File: src/srr_pkg.sv
// shared types, constants and helpers of the selective-repeat receiver
// no dependencies; every other file imports this package
package srr_pkg;

   localparam int MAX_WINDOW = 6;
   localparam int LAST_CHUNK = 2;
   localparam logic [63:0] ACK_FILL8 = 64'h3030_3030_3030_3030;
   localparam logic [31:0] ACK_FILL4 = 32'h3030_3030;
   localparam logic signed [31:0] ACK_CK_OFFSET = 32'sd960;
   localparam logic [2:0] WINDOW_RESET = 3'd6;

   localparam logic RESULT_DELIVER = 1'b0;
   localparam logic RESULT_ACK = 1'b1;

   typedef struct packed {
      logic signed [31:0] sequence_number;
      logic signed [31:0] ack_number;
      logic signed [31:0] packet_checksum;
      logic [63:0] payload_bytes_0_7;
      logic [63:0] payload_bytes_8_15;
      logic [31:0] payload_bytes_16_19;
   } req_payload_type;

   typedef struct packed {
      logic result_kind;
      logic [63:0] out_bytes_0_7;
      logic [63:0] out_bytes_8_15;
      logic [31:0] out_bytes_16_19;
      logic out_sequence;
      logic signed [31:0] out_ack;
      logic signed [31:0] out_checksum;
      logic last;
   } rsp_payload_type;

   // controller to datapath
   typedef struct packed {
      logic load;
      logic accum;
      logic [1:0] chunk;
      logic store;
      logic read;
      logic emit_data;
      logic emit_ack;
   } dp_cmd_type;

   // datapath to controller
   typedef struct packed {
      logic sum_ok;
      logic win_hit;
      logic base_held;
      logic out_free;
   } dp_stat_type;

   // signed sum of the eight bytes of a word
   function automatic logic [31:0] chunk_sum(input logic [63:0] word);
      logic [31:0] s;
      s = '0;
      for (int i = 0; i < 8; i++) begin
         s = s + {{24{word[8*i+7]}}, word[8*i +: 8]};
      end
      return s;
   endfunction

endpackage

File: src/srr_ctrl.sv
// sequencer of the selective-repeat receiver
// depends on srr_pkg; drives the datapath through dp_cmd_type
module srr_ctrl import srr_pkg::*; (
   input  logic        clock,
   input  logic        reset,
   input  logic        req_valid,
   output logic        req_ready,
   input  dp_stat_type stat,
   output dp_cmd_type  cmd
);

   typedef enum logic [2:0] {
      IDLE,
      SUM,
      CHECK,
      LOOKUP,
      FILL,
      ACK
   } state_type;

   state_type  state_ff, state_in;
   logic [1:0] chunk_ff, chunk_in;
   logic [2:0] count_ff, count_in;

   assign req_ready = (state_ff == IDLE);

   always_comb begin
      state_in = state_ff;
      chunk_in = chunk_ff;
      count_in = count_ff;
      cmd = '0;
      cmd.chunk = chunk_ff;
      case (state_ff)
         IDLE: begin
            if (req_valid) begin
               cmd.load = 1'b1;
               chunk_in = '0;
               state_in = SUM;
            end
         end
         SUM: begin
            cmd.accum = 1'b1;
            if (chunk_ff == 2'(LAST_CHUNK)) begin
               state_in = CHECK;
            end else begin
               chunk_in = chunk_ff + 2'd1;
            end
         end
         CHECK: begin
            count_in = '0;
            if (!stat.sum_ok) begin
               state_in = IDLE;
            end else if (stat.win_hit) begin
               cmd.store = 1'b1;
               state_in = LOOKUP;
            end else begin
               state_in = ACK;
            end
         end
         LOOKUP: begin
            if (stat.base_held && (count_ff < 3'(MAX_WINDOW))) begin
               cmd.read = 1'b1;
               count_in = count_ff + 3'd1;
               state_in = FILL;
            end else begin
               state_in = ACK;
            end
         end
         FILL: begin
            if (stat.out_free) begin
               cmd.emit_data = 1'b1;
               state_in = LOOKUP;
            end
         end
         ACK: begin
            if (stat.out_free) begin
               cmd.emit_ack = 1'b1;
               state_in = IDLE;
            end
         end
         default: begin
            state_in = IDLE;
         end
      endcase
   end

   always_ff @(posedge clock) begin
      if (reset) begin
         state_ff <= IDLE;
         chunk_ff <= '0;
         count_ff <= '0;
      end else begin
         state_ff <= state_in;
         chunk_ff <= chunk_in;
         count_ff <= count_in;
      end
   end

`ifndef ASSERT_OFF
   // deliveries per packet stay within the window limit
   a_count_limit: assert property (@(posedge clock) disable iff (reset)
      count_ff <= 3'(MAX_WINDOW))
      else $error("delivery count over limit");

   // a delivery is only issued from a slot that is held
   a_read_held: assert property (@(posedge clock) disable iff (reset)
      cmd.read |-> stat.base_held)
      else $error("read of a slot that is not held");

   // a corrupted packet returns straight to idle
   a_bad_drop: assert property (@(posedge clock) disable iff (reset)
      (state_ff == CHECK && !stat.sum_ok) |=> state_ff == IDLE)
      else $error("corrupted packet not dropped");
`endif

endmodule

File: config.mk
export PLATFORM = sky130hd
export DESIGN_NAME = srr_ctrl
export DESIGN_NICKNAME = d
export VERILOG_FILES = /design/src/srr_pkg.sv /design/src/srr_ctrl.sv
export SDC_FILE = /design/constraint.sdc
export NUM_CORES = 1
export LEC_CHECK = 0
export ABC_AREA = 1
export BUFFER_PORTS_ARGS = -buffer_cell sky130_fd_sc_hd__buf_2
export CORE_AREA = 4 4 41 43
export CTS_CLUSTER_SIZE = 30
export DETAILED_ROUTE_END_ITERATION = 8
export DIE_AREA = 0 0 45 47
export HOLD_SLACK_MARGIN = 0.03
export PLACE_DENSITY = 0.69
export SETUP_SLACK_MARGIN = 0.1
export SYNTH_ARGS = -nofsm -noshare
export SYNTH_HDL_FRONTEND = slang
export SYNTH_SLANG_ARGS = --single-unit
File: constraint.sdc
create_clock -name clock -period 2.65 [get_ports clock]
set_input_delay 0.795 -clock clock [delete_from_list [all_inputs] [get_ports clock]]
set_output_delay 0.795 -clock clock [all_outputs]
set_load 0.02 [all_outputs]
## Word level (Yosys, flattened, before mapping)

Cells that the tools add are included.
W data, S select, Z words.

- Flip-flop bits (word level): 8
- Latch bits: 0
- Bits in writable memories: 0
- ROM bits: 0
- Input port bits: 7
- Output and inout bits: 9
- Logic and storage cells: 49
- Memories kept: 0

- Add/subtract/negate cells: 2
- $mul: 0
- Div/mod/pow operators: 0
- Magnitude comparators: 1
- Eq/ne operators: 12
- Shifts and indexed selects: 0
- Multiplexer cells: 24
- Bitwise logic cells: 0
- Reduce and logical (&&, ||, !) cells: 7

Operators by type and width:

| kind | number |
|---|---|
| $mux W3 | 7 |
| $pmux W3 S6 | 1 |
| $mux W1 | 12 |
| $ne A2 B2 Y1 const B | 6 |
| $eq A3 B2 Y1 const B | 2 |
| $eq A3 B3 Y1 const B | 2 |
| $pmux W3 S2 | 1 |
| $mux W2 | 2 |
| $pmux W2 S2 | 1 |
| $reduce_and A4 Y1 | 1 |
| $reduce_bool A2 Y1 | 2 |
| $add A3 B1 Y3 const B | 1 |
| $eq A3 B1 Y1 const B | 1 |
| $logic_not A3 Y1 | 1 |
| $lt A3 B3 Y1 const B | 1 |
| $reduce_and A3 Y1 | 1 |
| $add A2 B1 Y2 const B | 1 |
| $eq A2 B2 Y1 const B | 1 |
| $reduce_and A2 Y1 | 1 |
| $logic_and A1 B1 Y1 | 1 |

## Longest topological paths before layout

- Depth in word-level cells: 4
- Gate-level depth with buffers: 8
- Mapped depth without buffers: 8

## Least setup slack after synthesis

Ideal clock, no wire load.

- Kind: input port to output port
- Start: input stat[0] (netlist name)
- End: output cmd[0] (netlist name)
- Data arrival time: 1463 ps
- Data required time: 1855 ps
- Path slack: 392 ps
- Stages on the path: 2
- Path buffers: 0
- Path through: inv_1 nor4_1

RTL lines:

| what | line | source |
|---|---|---|
| from (decl) | srr_ctrl.sv:8 | `input dp_stat_type stat,` |
| to (decl) | srr_ctrl.sv:9 | `output dp_cmd_type cmd` |

==> results.json <==
{
  "outcome": "finished clean",
  "synth_xor_area_frac": 0.0162,
  "fmax_mhz": 469,
  "io_pins": 16,
  "first_iter_violations": 8,
  "syn_area_um2": 541,
  "yosys.area_share.adder": 0.0463,
  "r2r_end": "chunk_ff[0]$_SDFFE_PP0P_",
  "gr-total-overflow": 0,
  "fin_cells": 114,
  "critPathRequiredTime_ns": 1.86,
  "grt_pass1_vias": 493,
  "clkLatencyLatePin_ns": 0.24,
  "period_share": 0.804,
  "h-tree-depth": 1,
  "top_layer_used": "met3",
  "final_cell_mix": "15 x buf_2, 14 x nor2_1, 13 x nand2_1",
  "numPortBuffers": 15,
  "setup_tns_ns": 0,
  "fin_area_um2": 646,
  "dp_cells": 111,
  "multi_input_area_um2": 313,
  "ys_seq_area_frac": 0.296,
  "dr.pass1.iters": 4,
  "ys_top_cells_by_area": "dfxtp_1 30%, nor2_1 9.7%, nand2_1 9.0%, inv_1 7.6%, nand3_2 7.4%",
  "synth-seq-cells": 8,
  "holdBufCountCts": 0,
  "synth-simple-area-share": 0.410,
  "worstSetupStartpointType": "input port",
  "core_area_um2": 1300,
  "fillCellCount": 144,
  "place_hpwl_um": 963,
  "whs_ns": 0.466,
  "seqPwrFrac": 0.314,
  "track_usage": 0.123,
  "die_w_um": 45,
  "worst-slew-pin-transition_ns": 0.331,
  "start_util": 0.415,
  "routabilityCongestion": 0.744,
  "synthCells": 82,
  "r2r_slack_ns": 1.39,
  "synthMuxAreaShare": 0,
  "synth-compound-area-share": 0.106,
  "wire_per_inst_um": 9.88,
  "final_common_cell": "buf_2",
  "fin_skew_ns": 0.00473,
  "met1Wirelength_um": 498,
  "p_comb_frac": 0.537,
  "grt_first_pass_wirelength_mm": 1.96,
  "hold_viol": 0,
  "worst_path_largest_cell_delay_ns": 0.20,
  "cts_tree": "done",
  "cts_buffer_depth": 2,
  "met2WireLength_um": 577,
  "cts_root_buf": "clkbuf_4",
  "end_kind": "primary output",
  "cts_setup_buffers": 0,
  "seq_area_um2": 160,
  "synth.top_cell.area_share": 0.296,
  "avgSynthCellArea_um2": 6.59,
  "grt_start_max_net_pins": 9,
  "die_area_um2": 2120,
  "worstReg2RegStart": "state_ff[1]$_SDFFE_PP0P_",
  "crit_chain": "buf_2 -> nand2_1 -> nor2_2 -> buf_2",
  "crit_top_cell": "buf_2",
  "cts_sinks": 8,
  "drt.antenna.violating_nets": 0,
  "area_growth_syn_to_layout_pct": 19.4,
  "critPathSlowestCell": "buf_2",
  "crit_start": "stat[1]",
  "num_antenna_cells": 0,
  "wl_met3_um": 51,
  "fin_nets": 110,
  "place_area_um2": 623,
  "clk_pin_slew_ns": 0.05,
  "post_drt_via_cell_ratio": 4.78,
  "reg2reg_depth": 6,
  "synth_largest_area_cell": "dfxtp_1",
  "finalSetupViolCount": 0,
  "synth_nets": 91,
  "rsz0062_at_grt": "no",
  "relSlewSlack": 0.779,
  "ys_types": 18,
  "die_h_um": 47,
  "power.switching_w": 0.000279,
  "cp_max_fo": 4,
  "intPower_w": 0.000307,
  "antenna_found_initial": 0,
  "period_minus_slack_ns": 2.13,
  "p_clk_frac": 0.149,
  "synth_top_family_by_area": "simple AND/OR/NAND/NOR gates",
  "final_max_slew_viol_count": 0,
  "final_layout_size_suffix_gt1_frac": 0.343,
  "cts_resized": 0,
  "worstPathArrival_ns": 1.34,
  "drc": 0,
  "ir_worst_vdd_mv": 0.468,
  "yosys_warnings": 0,
  "num_rows": 13,
  "cap_violations": 0,
  "crit_type": "in2out",
  "wl_mm": 1.13,
  "p_per_area_nw_per_um2": 907,
  "p_sw_frac": 0.476,
  "vias": 545,
  "p_leak_nw": 0.348,
  "hp-class": "reg2reg",
  "crit_end": "cmd[2]",
  "p_total_w": 0.000586,
  "cts_buffers": 3
}
## area by class of cell
cell class	instances	area share
multi-input cells	58	0.484
flip-flops and latches	8	0.248
clock buffers	3	0.0349
repair buffers	15	0.116
well taps	15	0.0291
inverters	15	0.0872
## metal layers
layer,GRT usage,vias to the layer above
li1,-,294
met1,0.147,245
met2,0.220,6
met3,0.0268,0
met4,0.0351,0
met5,0,-
## through the flow
stage           util  setup slack (ns)
3_3_place_gp   0.479             0.537
6_report       0.496             0.520
2_1_floorplan      -             0.392
5_1_grt        0.496             0.398
3_5_place_dp   0.479             0.505
4_1_cts        0.496             0.506
## power by group through the flow
stage,Combinational (W),Clock [W],Sequential (W)
global route,0.000355,0.0000956,0.000189
finish,0.000315,0.0000873,0.000184
CTS,0.000319,0.0000920,0.000184
global placement,0.000308,0,0.000186
floorplan,0.000236,0,0.000190
detailed placement,0.000317,0,0.000186
## how the worst min path moves through the flow
stage                                   startpoint                       end  cells past startpoint  slack (ns)
after floorplan           count_ff[0]$_SDFFE_PP0P_  count_ff[0]$_SDFFE_PP0P_                      1        0.43
after global placement    count_ff[0]$_SDFFE_PP0P_  count_ff[0]$_SDFFE_PP0P_                      1        0.47
after detailed placement  count_ff[0]$_SDFFE_PP0P_  count_ff[0]$_SDFFE_PP0P_                      1        0.46
after CTS                 count_ff[0]$_SDFFE_PP0P_  count_ff[0]$_SDFFE_PP0P_                      1        0.47
after global routing      count_ff[0]$_SDFFE_PP0P_  count_ff[0]$_SDFFE_PP0P_                      1        0.49
final                     count_ff[0]$_SDFFE_PP0P_  count_ff[0]$_SDFFE_PP0P_                      1        0.47
## cells in the mapped netlist
cell type	instances
inv_1	11
nor4_1	1
nand4_1	1
nor2_1	14
a21oi_1	4
nand2_2	1
nand3_2	4
a21oi_2	1
inv_2	4
o21ai_1	4
buf_6	1
dfxtp_1	8
o21ai_2	1
ha_1	2
nand3_1	6
nor2_2	5
xor2_1	1
nand2_1	13
## registers in the layout, summed over array words and instances (netlist names)
signal    flops
count_ff      3
state_ff      3
chunk_ff      2
## critical path, delay by kind of cell
kind / cells / cell delay (ns)
buf+inv: 2 / 0.27
simple gates: 2 / 0.27
## cells by family (layout without fill, tap and decap cells)
family                   after synthesis  count (layout)
buffers and inverters                 16              33
AND/OR/NAND/NOR                       45              45
XOR/XNOR                               1               1
adder cells (fa/ha/maj)                2               2
flip-flops                             8               8
AO/OA/AOI/OAI                         10              10
No activity file was read; power rests on OpenSTA's default activity.
