$ cat src/srr_pkg.sv
// shared types, constants and helpers of the selective-repeat receiver
// no dependencies; every other file imports this package
package srr_pkg;

   localparam int MAX_WINDOW = 6;
   localparam int LAST_CHUNK = 2;
   localparam logic [63:0] ACK_FILL8 = 64'h3030_3030_3030_3030;
   localparam logic [31:0] ACK_FILL4 = 32'h3030_3030;
   localparam logic signed [31:0] ACK_CK_OFFSET = 32'sd960;
   localparam logic [2:0] WINDOW_RESET = 3'd6;

   localparam logic RESULT_DELIVER = 1'b0;
   localparam logic RESULT_ACK = 1'b1;

   typedef struct packed {
      logic signed [31:0] sequence_number;
      logic signed [31:0] ack_number;
      logic signed [31:0] packet_checksum;
      logic [63:0] payload_bytes_0_7;
      logic [63:0] payload_bytes_8_15;
      logic [31:0] payload_bytes_16_19;
   } req_payload_type;

   typedef struct packed {
      logic result_kind;
      logic [63:0] out_bytes_0_7;
      logic [63:0] out_bytes_8_15;
      logic [31:0] out_bytes_16_19;
      logic out_sequence;
      logic signed [31:0] out_ack;
      logic signed [31:0] out_checksum;
      logic last;
   } rsp_payload_type;

   // controller to datapath
   typedef struct packed {
      logic load;
      logic accum;
      logic [1:0] chunk;
      logic store;
      logic read;
      logic emit_data;
      logic emit_ack;
   } dp_cmd_type;

   // datapath to controller
   typedef struct packed {
      logic sum_ok;
      logic win_hit;
      logic base_held;
      logic out_free;
   } dp_stat_type;

   // signed sum of the eight bytes of a word
   function automatic logic [31:0] chunk_sum(input logic [63:0] word);
      logic [31:0] s;
      s = '0;
      for (int i = 0; i < 8; i++) begin
         s = s + {{24{word[8*i+7]}}, word[8*i +: 8]};
      end
      return s;
   endfunction

endpackage

$ cat src/srr_datapath.sv
// packet registers, checksum accumulator, slot store and result register
// depends on srr_pkg; commanded by srr_ctrl
module srr_datapath import srr_pkg::*; #(
   parameter int SEQ_SPACE = 12
) (
   input  logic            clock,
   input  logic            reset,
   input  req_payload_type req_payload,
   input  dp_cmd_type      cmd,
   output dp_stat_type     stat,
   input  logic            csr_valid,
   input  logic [2:0]      csr_window_size,
   output logic            rsp_valid,
   input  logic            rsp_ready,
   output rsp_payload_type rsp_payload
);

   localparam int IDX_W = $clog2(SEQ_SPACE);
   localparam int WIN_CAP = (MAX_WINDOW < SEQ_SPACE / 2) ? MAX_WINDOW : SEQ_SPACE / 2;
   localparam logic [31:0] SPACE_U = 32'(SEQ_SPACE);
   localparam logic [IDX_W:0] SPACE_X = (IDX_W + 1)'(SEQ_SPACE);
   localparam logic [IDX_W-1:0] LAST_IDX = IDX_W'(SEQ_SPACE - 1);

   req_payload_type pkt_ff;
   logic [31:0]     acc_ff, acc_in;
   logic [2:0]      window_ff;
   logic [IDX_W-1:0] base_ff;
   logic [SEQ_SPACE-1:0] held_ff;
   logic [159:0]    slot_mem [SEQ_SPACE];
   logic [159:0]    rd_ff;
   logic            rsp_valid_ff, rsp_valid_in;
   rsp_payload_type rsp_ff;

   logic [IDX_W-1:0] seq_idx;
   logic [IDX_W:0]   diff;
   logic [IDX_W:0]   off;
   logic [2:0]       eff_window;
   logic [63:0]      chunk_word;

   assign seq_idx = pkt_ff.sequence_number[IDX_W-1:0];
   assign eff_window = (window_ff > 3'(WIN_CAP)) ? 3'(WIN_CAP) : window_ff;

   // distance of the sequence number past the base, modulo the space
   always_comb begin
      diff = {1'b0, seq_idx} - {1'b0, base_ff};
      off = diff[IDX_W] ? (diff + SPACE_X) : diff;
   end

   always_comb begin
      case (cmd.chunk)
         2'd0: chunk_word = pkt_ff.payload_bytes_0_7;
         2'd1: chunk_word = pkt_ff.payload_bytes_8_15;
         default: chunk_word = {32'b0, pkt_ff.payload_bytes_16_19};
      endcase
   end

   always_comb begin
      acc_in = acc_ff;
      if (cmd.load) begin
         acc_in = req_payload.sequence_number + req_payload.ack_number;
      end else if (cmd.accum) begin
         acc_in = acc_ff + chunk_sum(chunk_word);
      end
   end

   always_comb begin
      stat.sum_ok = (acc_ff == pkt_ff.packet_checksum);
      stat.win_hit = ($unsigned(pkt_ff.sequence_number) < SPACE_U)
                     && (off < (IDX_W + 1)'(eff_window));
      stat.base_held = held_ff[base_ff];
      stat.out_free = !rsp_valid_ff || rsp_ready;
   end

   always_ff @(posedge clock) begin
      if (cmd.load) begin
         pkt_ff <= req_payload;
      end
      acc_ff <= acc_in;
   end

   // slot store
   always_ff @(posedge clock) begin
      if (cmd.store && !held_ff[seq_idx]) begin
         slot_mem[seq_idx] <= {pkt_ff.payload_bytes_16_19, pkt_ff.payload_bytes_8_15,
                               pkt_ff.payload_bytes_0_7};
      end
      if (cmd.read) begin
         rd_ff <= slot_mem[base_ff];
      end
   end

   always_ff @(posedge clock) begin
      if (reset) begin
         held_ff <= '0;
         base_ff <= '0;
         window_ff <= WINDOW_RESET;
      end else begin
         if (csr_valid) begin
            window_ff <= csr_window_size;
         end
         if (cmd.store) begin
            held_ff[seq_idx] <= 1'b1;
         end
         if (cmd.read) begin
            held_ff[base_ff] <= 1'b0;
            base_ff <= (base_ff == LAST_IDX) ? '0 : base_ff + IDX_W'(1);
         end
      end
   end

   // result register
   always_comb begin
      rsp_valid_in = rsp_valid_ff;
      if (cmd.emit_data || cmd.emit_ack) begin
         rsp_valid_in = 1'b1;
      end else if (rsp_ready) begin
         rsp_valid_in = 1'b0;
      end
   end

   always_ff @(posedge clock) begin
      if (reset) begin
         rsp_valid_ff <= 1'b0;
      end else begin
         rsp_valid_ff <= rsp_valid_in;
      end
   end

   always_ff @(posedge clock) begin
      if (cmd.emit_data) begin
         rsp_ff.result_kind <= RESULT_DELIVER;
         rsp_ff.out_bytes_0_7 <= rd_ff[63:0];
         rsp_ff.out_bytes_8_15 <= rd_ff[127:64];
         rsp_ff.out_bytes_16_19 <= rd_ff[159:128];
         rsp_ff.out_sequence <= 1'b0;
         rsp_ff.out_ack <= '0;
         rsp_ff.out_checksum <= '0;
         rsp_ff.last <= 1'b0;
      end else if (cmd.emit_ack) begin
         rsp_ff.result_kind <= RESULT_ACK;
         rsp_ff.out_bytes_0_7 <= ACK_FILL8;
         rsp_ff.out_bytes_8_15 <= ACK_FILL8;
         rsp_ff.out_bytes_16_19 <= ACK_FILL4;
         rsp_ff.out_sequence <= 1'b0;
         rsp_ff.out_ack <= pkt_ff.sequence_number;
         rsp_ff.out_checksum <= pkt_ff.sequence_number + ACK_CK_OFFSET;
         rsp_ff.last <= 1'b1;
      end
   end

   assign rsp_valid = rsp_valid_ff;
   assign rsp_payload = rsp_ff;

`ifndef ASSERT_OFF
   // a pending result is never overwritten
   a_no_overwrite: assert property (@(posedge clock) disable iff (reset)
      (cmd.emit_data || cmd.emit_ack) |-> (!rsp_valid_ff || rsp_ready))
      else $error("result register overwritten");

   // a delivered slot is released and the base moves on
   a_release: assert property (@(posedge clock) disable iff (reset)
      cmd.read |=> (!held_ff[$past(base_ff)] && base_ff != $past(base_ff)))
      else $error("delivered slot not released");

   // store and delivery read never share a cycle
   a_store_read: assert property (@(posedge clock) disable iff (reset)
      !(cmd.store && cmd.read))
      else $error("store and read together");

   // a stored packet leaves its slot held
   a_store_held: assert property (@(posedge clock) disable iff (reset)
      cmd.store |=> held_ff[$past(seq_idx)])
      else $error("stored slot not held");
`endif

endmodule

$ cat config.mk
export PLATFORM = sky130hd
export DESIGN_NAME = srr_datapath
export DESIGN_NICKNAME = d
export VERILOG_FILES = /design/src/srr_pkg.sv /design/src/srr_datapath.sv
export SDC_FILE = /design/constraint.sdc
export NUM_CORES = 2
export LEC_CHECK = 0
export ABC_CLOCK_PERIOD_IN_PS = 38900
export CAP_MARGIN = 20
export CORE_MARGIN = 4
export CORE_UTILIZATION = 50
export DETAILED_ROUTE_END_ITERATION = 8
export DONT_BUFFER_PORTS = 1
export GPL_ROUTABILITY_DRIVEN = 0
export PLACE_DENSITY_LB_ADDON = 0.3
export SLEW_MARGIN = 20
export SYNTH_ARGS = -nofsm -noshare
export SYNTH_HDL_FRONTEND = slang
export SYNTH_SLANG_ARGS = --single-unit
$ cat constraint.sdc
create_clock -name clock -period 38.9 [get_ports clock]
set_input_delay 1.945 -clock clock [delete_from_list [all_inputs] [get_ports clock]]
set_output_delay 1.945 -clock clock [all_outputs]
set_load 0.005 [all_outputs]
# Word-level counts from Yosys, hierarchy flattened
# Memories as Yosys holds them, arrays and structs flattened. A register that Yosys moved wholly into a read port is not among the register bits.
# Index checks and enable logic that the tools add are counted.
# op_classes
addsub	13
eq_ne	3
n_lt_le_gt_ge	7
reduce_logical	12
muxes	23
bitwise	3
# ops
operator	n
226-bit 2-to-1 mux	2
64-bit one-hot mux with 2 select lines	1
32-bit adder	2
32-bit 2-to-1 mux	2
12-bit 2-to-1 mux	3
32-bit by 11-bit adder with 32-bit output (second input constant)	1
32-bit equality test	1
32-bit by 4-bit < comparator with 1-bit output (second input constant)	1
14-bit by 8-bit adder with 15-bit output	1
13-bit by 8-bit adder with 14-bit output	1
12-bit by 8-bit adder with 13-bit output	1
11-bit by 8-bit adder with 12-bit output	1
12-bit AND	1
12-bit inverter	1
12-bit OR	1
10-bit by 8-bit adder with 11-bit output	1
9-bit by 8-bit adder with 10-bit output	1
4-bit by 5-bit < comparator with 1-bit output (second input constant)	2
8-bit by 8-bit adder with 9-bit output	1
1-bit binary-select mux with 4-bit select	2
1-bit demux with 4-bit select	2
4-bit by 1-bit >= comparator with 1-bit output (second input constant)	2
1-bit 2-to-1 mux	8
2-bit nonzero test	3
14 further kinds	19
# word_totals
out_inout_bits	232
wordCells	78
memories	1
in_bits	271
regBits	501
mem_bits_rw	1920
# memory_table
memory	words	word_bits	rd	rd_ports_with_merged_regs	wr	line_no	rtl
slot_mem	12	160	1	1	1	srr_datapath.sv:29	logic [159:0] slot_mem [SEQ_SPACE];

# Longest topological paths before layout
# logic_depth
depth_word	12
depth_mapped	31
ltp_nobuf	28

# Least setup slack after synthesis
# Ideal clock, no wire load.
# synth_timing
path_kind	input to register
startpoint	in cmd[3] in the netlist's numbering
endpoint	mem slot_mem[8][0], enable pin
required_time_ns	37.829
cell_stages	3
path_slack_ns	20.491
setup_time_ns	1.071
arrival_time_ns	17.338
path_buffers	0
cell_sequence	nand2_1 -> or2_2 -> nor4_1
# synth_between
elab_chain_cells	3
# synth_rtl
element	line_no	rtl
from (decl)	srr_datapath.sv:9	input dp_cmd_type cmd,
1-bit logical AND	srr_datapath.sv:83	if (cmd.store && !held_ff[seq_idx]) begin
1-bit 2-to-1 mux	srr_datapath.sv:83	
1-bit 2-to-1 mux (not written as such)	srr_datapath.sv:84	slot_mem[seq_idx] <= {pkt_ff.payload_bytes_16_19, pkt_ff.payload_bytes_8_15,
to (decl)	srr_datapath.sv:29	
# Every way passes these cells.

# Worst setup path in the final report
# layout_timing
startpoint	in cmd[4] in the netlist's numbering
endpoint	reg acc_ff[31] (data pin)
# layout_between
elab_chain_cells	12
word_cells_on_any_way	13
cone_classes	add/sub (8); eq/ne (1); mux (3); reduce/logical (1)
# layout_rtl
element	line_no	rtl
2-bit by 1-bit equality test with 1-bit output or 2-bit zero test (tied branches)	srr_datapath.sv:50	case (cmd.chunk)
64-bit one-hot mux with 2 select lines (*)	srr_datapath.sv:50	
8-bit by 8-bit adder with 9-bit output	srr_pkg.sv:59	s = s + {{24{word[8*i+7]}}, word[8*i +: 8]};
9-bit by 8-bit adder with 10-bit output	srr_pkg.sv:59	
10-bit by 8-bit adder with 11-bit output	srr_pkg.sv:59	
11-bit by 8-bit adder with 12-bit output	srr_pkg.sv:59	
12-bit by 8-bit adder with 13-bit output	srr_pkg.sv:59	
13-bit by 8-bit adder with 14-bit output	srr_pkg.sv:59	
14-bit by 8-bit adder with 15-bit output (*)	srr_pkg.sv:59	
32-bit adder (*)	srr_datapath.sv:62	acc_in = acc_ff + chunk_sum(chunk_word);
32-bit 2-to-1 mux (*)	srr_datapath.sv:61	end else if (cmd.accum) begin
32-bit 2-to-1 mux (*)	srr_datapath.sv:59	if (cmd.load) begin
net acc_in[31]	srr_datapath.sv:25	logic [31:0] acc_ff, acc_in;
to (signal assigned)	srr_datapath.sv:78	acc_ff <= acc_in;
to (decl)	srr_datapath.sv:25	
# The timed path passes the listed nets; every way through them passes the cells marked *. The select of a mux whose other input is x is not followed.
# A chain may end at the register's enable or synchronous reset.

==> run_results.csv <==
group,metric,value,unit
status,outcome,"completed",
setup_path,cp.arrival,8.83,ns
sta,worst_pin_slew,1.09,ns
setup_path,critPathTopFamily,"compound AO/OA/AOI/OAI gates",
logic_synthesis,synth-main-ff-cell,"edfxtp_1",
clocking,clkSinkCount,2575,
finish,drive_gt1_frac,0.171,
floorplan,die_x,457,microns
floorplan,die_h,457,microns
clocking,post_cts_buffers,0,
clocking,cts_tree,"built",
place,io_buffers,0,
sta,timing.final.max_slew_violations,0,
sta,finClkSkew,0.0761,ns
sta,finalCritPeriodShare,0.210,
setup_path,setup.worst_path.end_class,"flop",
setup_path,crit_fanout,64,
floorplan,core_area,0.200,sq mm
sta,period_minus_slack,8.15,ns
floorplan,io-pin-count,503,
global_route,grt_start_max_net_pins,278,
logic_synthesis,ys_types,77,
finish,finalNetCount,5824,
power_and_ir_drop,power.static_leakage,36.8,nW
clocking,cts_root_buf,"clkbuf_16",
clocking,cts.repair.resized,0,
place,placed_area,0.104,sq mm
global_route,grt_pass1_wl,366000,microns
clocking,clk_latency,0.90,ns
setup_path,worst_path_largest_cell_delay,0.50,ns
floorplan,die_area,0.209,sq mm
power_and_ir_drop,power,7.91,mW
setup_path,crit_type,"in2reg",
clocking,holdBufCountCts,0,
routing,drc,0,
power_and_ir_drop,ir_drop,0.154,mV
floorplan,rows,164,
setup_path,crit_slowest_cell,"fa_1",
routing,dr.first_iter.drc_count,5772,
finish,fin_cells,8305,
place,dpl.hpwl,150000,microns
floorplan,start_util,0.504,
global_route,grt_util_all_layers,0.244,
logic_synthesis,synth.yosys.seq_area_share,0.760,
finish,final_area,0.113,sq mm
clocking,clk_pin_slew_worst_paths,0.06,ns
logic_synthesis,syn-mean-instance-area,19.0,sq um
logic_synthesis,synth_area,0.101,sq mm
routing,final_antenna_net_count,0,
logic_synthesis,yosys_warnings,0,
setup_path,start_kind,"input port",
logic_synthesis,synth_nets,5730,
sta,fmax,123,MHz
sta,hold_viol,0,
flow_run,drv_cap,0,
sta,rsz0062_at_grt,"false",
finish,synthToLayoutAreaGrowth,11.7,%
clocking,cts_buffers,281,
logic_synthesis,synth_edf_count,2496,
sta,setup_viol,0,
place,placedCellCount,7780,
routing,wl,256000,microns
setup_path,critPathMostFrequentCell,"fa_1",
finish,fin_util,0.562,
global_route,grt_pass1_vias,50665,
routing,viasPerCell,6.07,
logic_synthesis,synthCells,5315,
setup_path,crit_buf_inv,4,
routing,wl_per_cell,30.8,microns
logic_synthesis,ys_ff_latch,2575,
clocking,clockBufferDepth,4,
global_route,antenna_found_initial,92,
routing,vias,50434,
global_route,gr-total-overflow,0,
routing,first_pass_iters,5,
min_path,hp-class,"reg2reg",
sta,slew_headroom,0.274,
clocking,htreeDepth,5,
power_and_ir_drop,p_per_area,70.3,mW/mm^2
setup_path,critPathRequiredTime,39.57,ns
logic_synthesis,async_reset_ff_frac,0,
sta,finalSetupTns,0,ns
-- worst paths after layout --
check | slack (ns) | start | to | cells past startpoint
worst max-delay path | 30.75 | cmd[4] | acc_ff[31]$_DFFE_PP_ | 26
worst min-delay path | 0.46 | rd_ff[122]$_DFFE_PP_ | rsp_payload[156]$_DFFE_PP_ | 1
worst max register to register | 31.05 | pkt_ff[123]$_DFFE_PP_ | acc_ff[22]$_DFFE_PP_ | 26
worst min register to register | 0.46 | rd_ff[122]$_DFFE_PP_ | rsp_payload[156]$_DFFE_PP_ | 1
-- synth_stat cells (all sizes together) (5+ instances only) --
master	count	area (sq um)
a211oi	39	298
a21boi	5	37.5
a21o	26	196
a21oi	92	472
a31oi	168	1050
and2	125	783
and3	13	83.8
and4	5	46.3
buf	90	435
clkbuf	171	652
dfxtp	79	1580
edfxtp	2496	75000
fa	55	1100
ha	89	1110
inv	92	345
mux2i	105	1050
mux4	483	10900
nand2	500	1880
nand2b	16	100
nand3	22	110
nand4	15	93.8
nor2	312	1170
nor2b	5	31.3
nor3	16	80.1
nor4	19	119
o2111ai	5	43.8
o211ai	9	67.6
o21a	6	45.0
o21ai	72	364
o21bai	9	67.6
or2	7	43.8
or3	12	75.1
xnor2	41	359
xor2	69	604
-- registers in the layout (all words and copies together), names as in the netlist --
signal,flops
pkt_ff,224
slot_mem,1920
rd_ff,160
rsp_valid,1
window_ff,3
base_ff,4
held_ff,12
rsp_payload,219
acc_ff,32
-- through the flow --
stage	setup slack (ns)	hold slack, ns
global placement	30.12	0.493
global route	30.41	0.482
detailed placement	30.00	0.497
finish	30.75	0.464
floorplan	20.49	0.455
CTS	30.91	0.470
-- final cells by class --
class,instances,area (sq um)
Clock inverter,132,1160
Tap cell,2656,3320
Clock buffer,342,7450
Inverter,92,368
Fill cell,14880,87600
Multi-Input combinational cell,2387,22900
Antenna cell,49,123
Sequential cell,2575,76500
Timing Repair Buffer,72,653
-- cell families after synthesis --
group | count (synthesis) | share of synthesized area
DFF | 2575 | 0.760
and+or+nand+nor | 1078 | 0.0467
muxes | 589 | 0.119
AOI/OAI and AO/OA | 465 | 0.0295
buffers and inverters | 353 | 0.0142
adders and majority gates | 144 | 0.0220
xor gates and xnor gates | 110 | 0.00956
other | 1 | 0.0000372
-- cell usage in the layout (no fill, tap or decap), types with 5 or more instances in the layout --
cell type / Yosys / layout
mux4_2: 483 / 483
bufinv_16: 0 / 20
dfxtp_1: 79 / 76
buf_12: 0 / 9
nor2_4: 0 / 9
or2_2: 7 / 7
mux2i_1: 105 / 105
a31oi_1: 168 / 168
clkinv_2: 0 / 34
clkinv_1: 0 / 61
a21o_1: 25 / 25
buf_4: 8 / 63
nor2b_1: 5 / 5
clkinv_4: 0 / 6
diode_2: 0 / 49
nand3_1: 22 / 22
o21a_1: 6 / 6
nor4_1: 19 / 17
nand4_1: 15 / 15
fa_1: 55 / 55
edfxtp_1: 2496 / 2496
a21oi_1: 91 / 91
o21bai_1: 9 / 9
a211oi_1: 38 / 38
xor2_1: 69 / 69
nor3_1: 16 / 15
o211ai_1: 9 / 9
and3_1: 11 / 11
xnor2_1: 41 / 41
nor2_1: 312 / 303
inv_1: 91 / 89
o2111ai_1: 5 / 5
nand2_1: 500 / 500
and2_1: 124 / 124
or3_1: 12 / 12
clkbuf_16: 0 / 289
o21ai_0: 70 / 70
clkbuf_1: 170 / 51
ha_1: 89 / 89
nand2b_1: 16 / 15
-- report_power, final --
part	switching [mW]	internal, mW	leakage [nW]	total, mW
clock network	1.03	1.49	4.21	2.52
registers	0.132	3.23	23.8	3.36
logic	1.17	0.859	8.77	2.03
total	2.33	5.58	36.8	7.91
-- per-layer routing --
layer	up-vias	wire length, microns	GRT usage	part of all wire
met5	-	167	0	0.00065
met2	2225	126000	0.396	0.49
met1	26436	95100	0.310	0.37
met3	500	24100	0.0702	0.094
li1	21245	-	-	-
met4	28	10100	0.102	0.039
No activity file was read; power rests on OpenSTA's default activity.
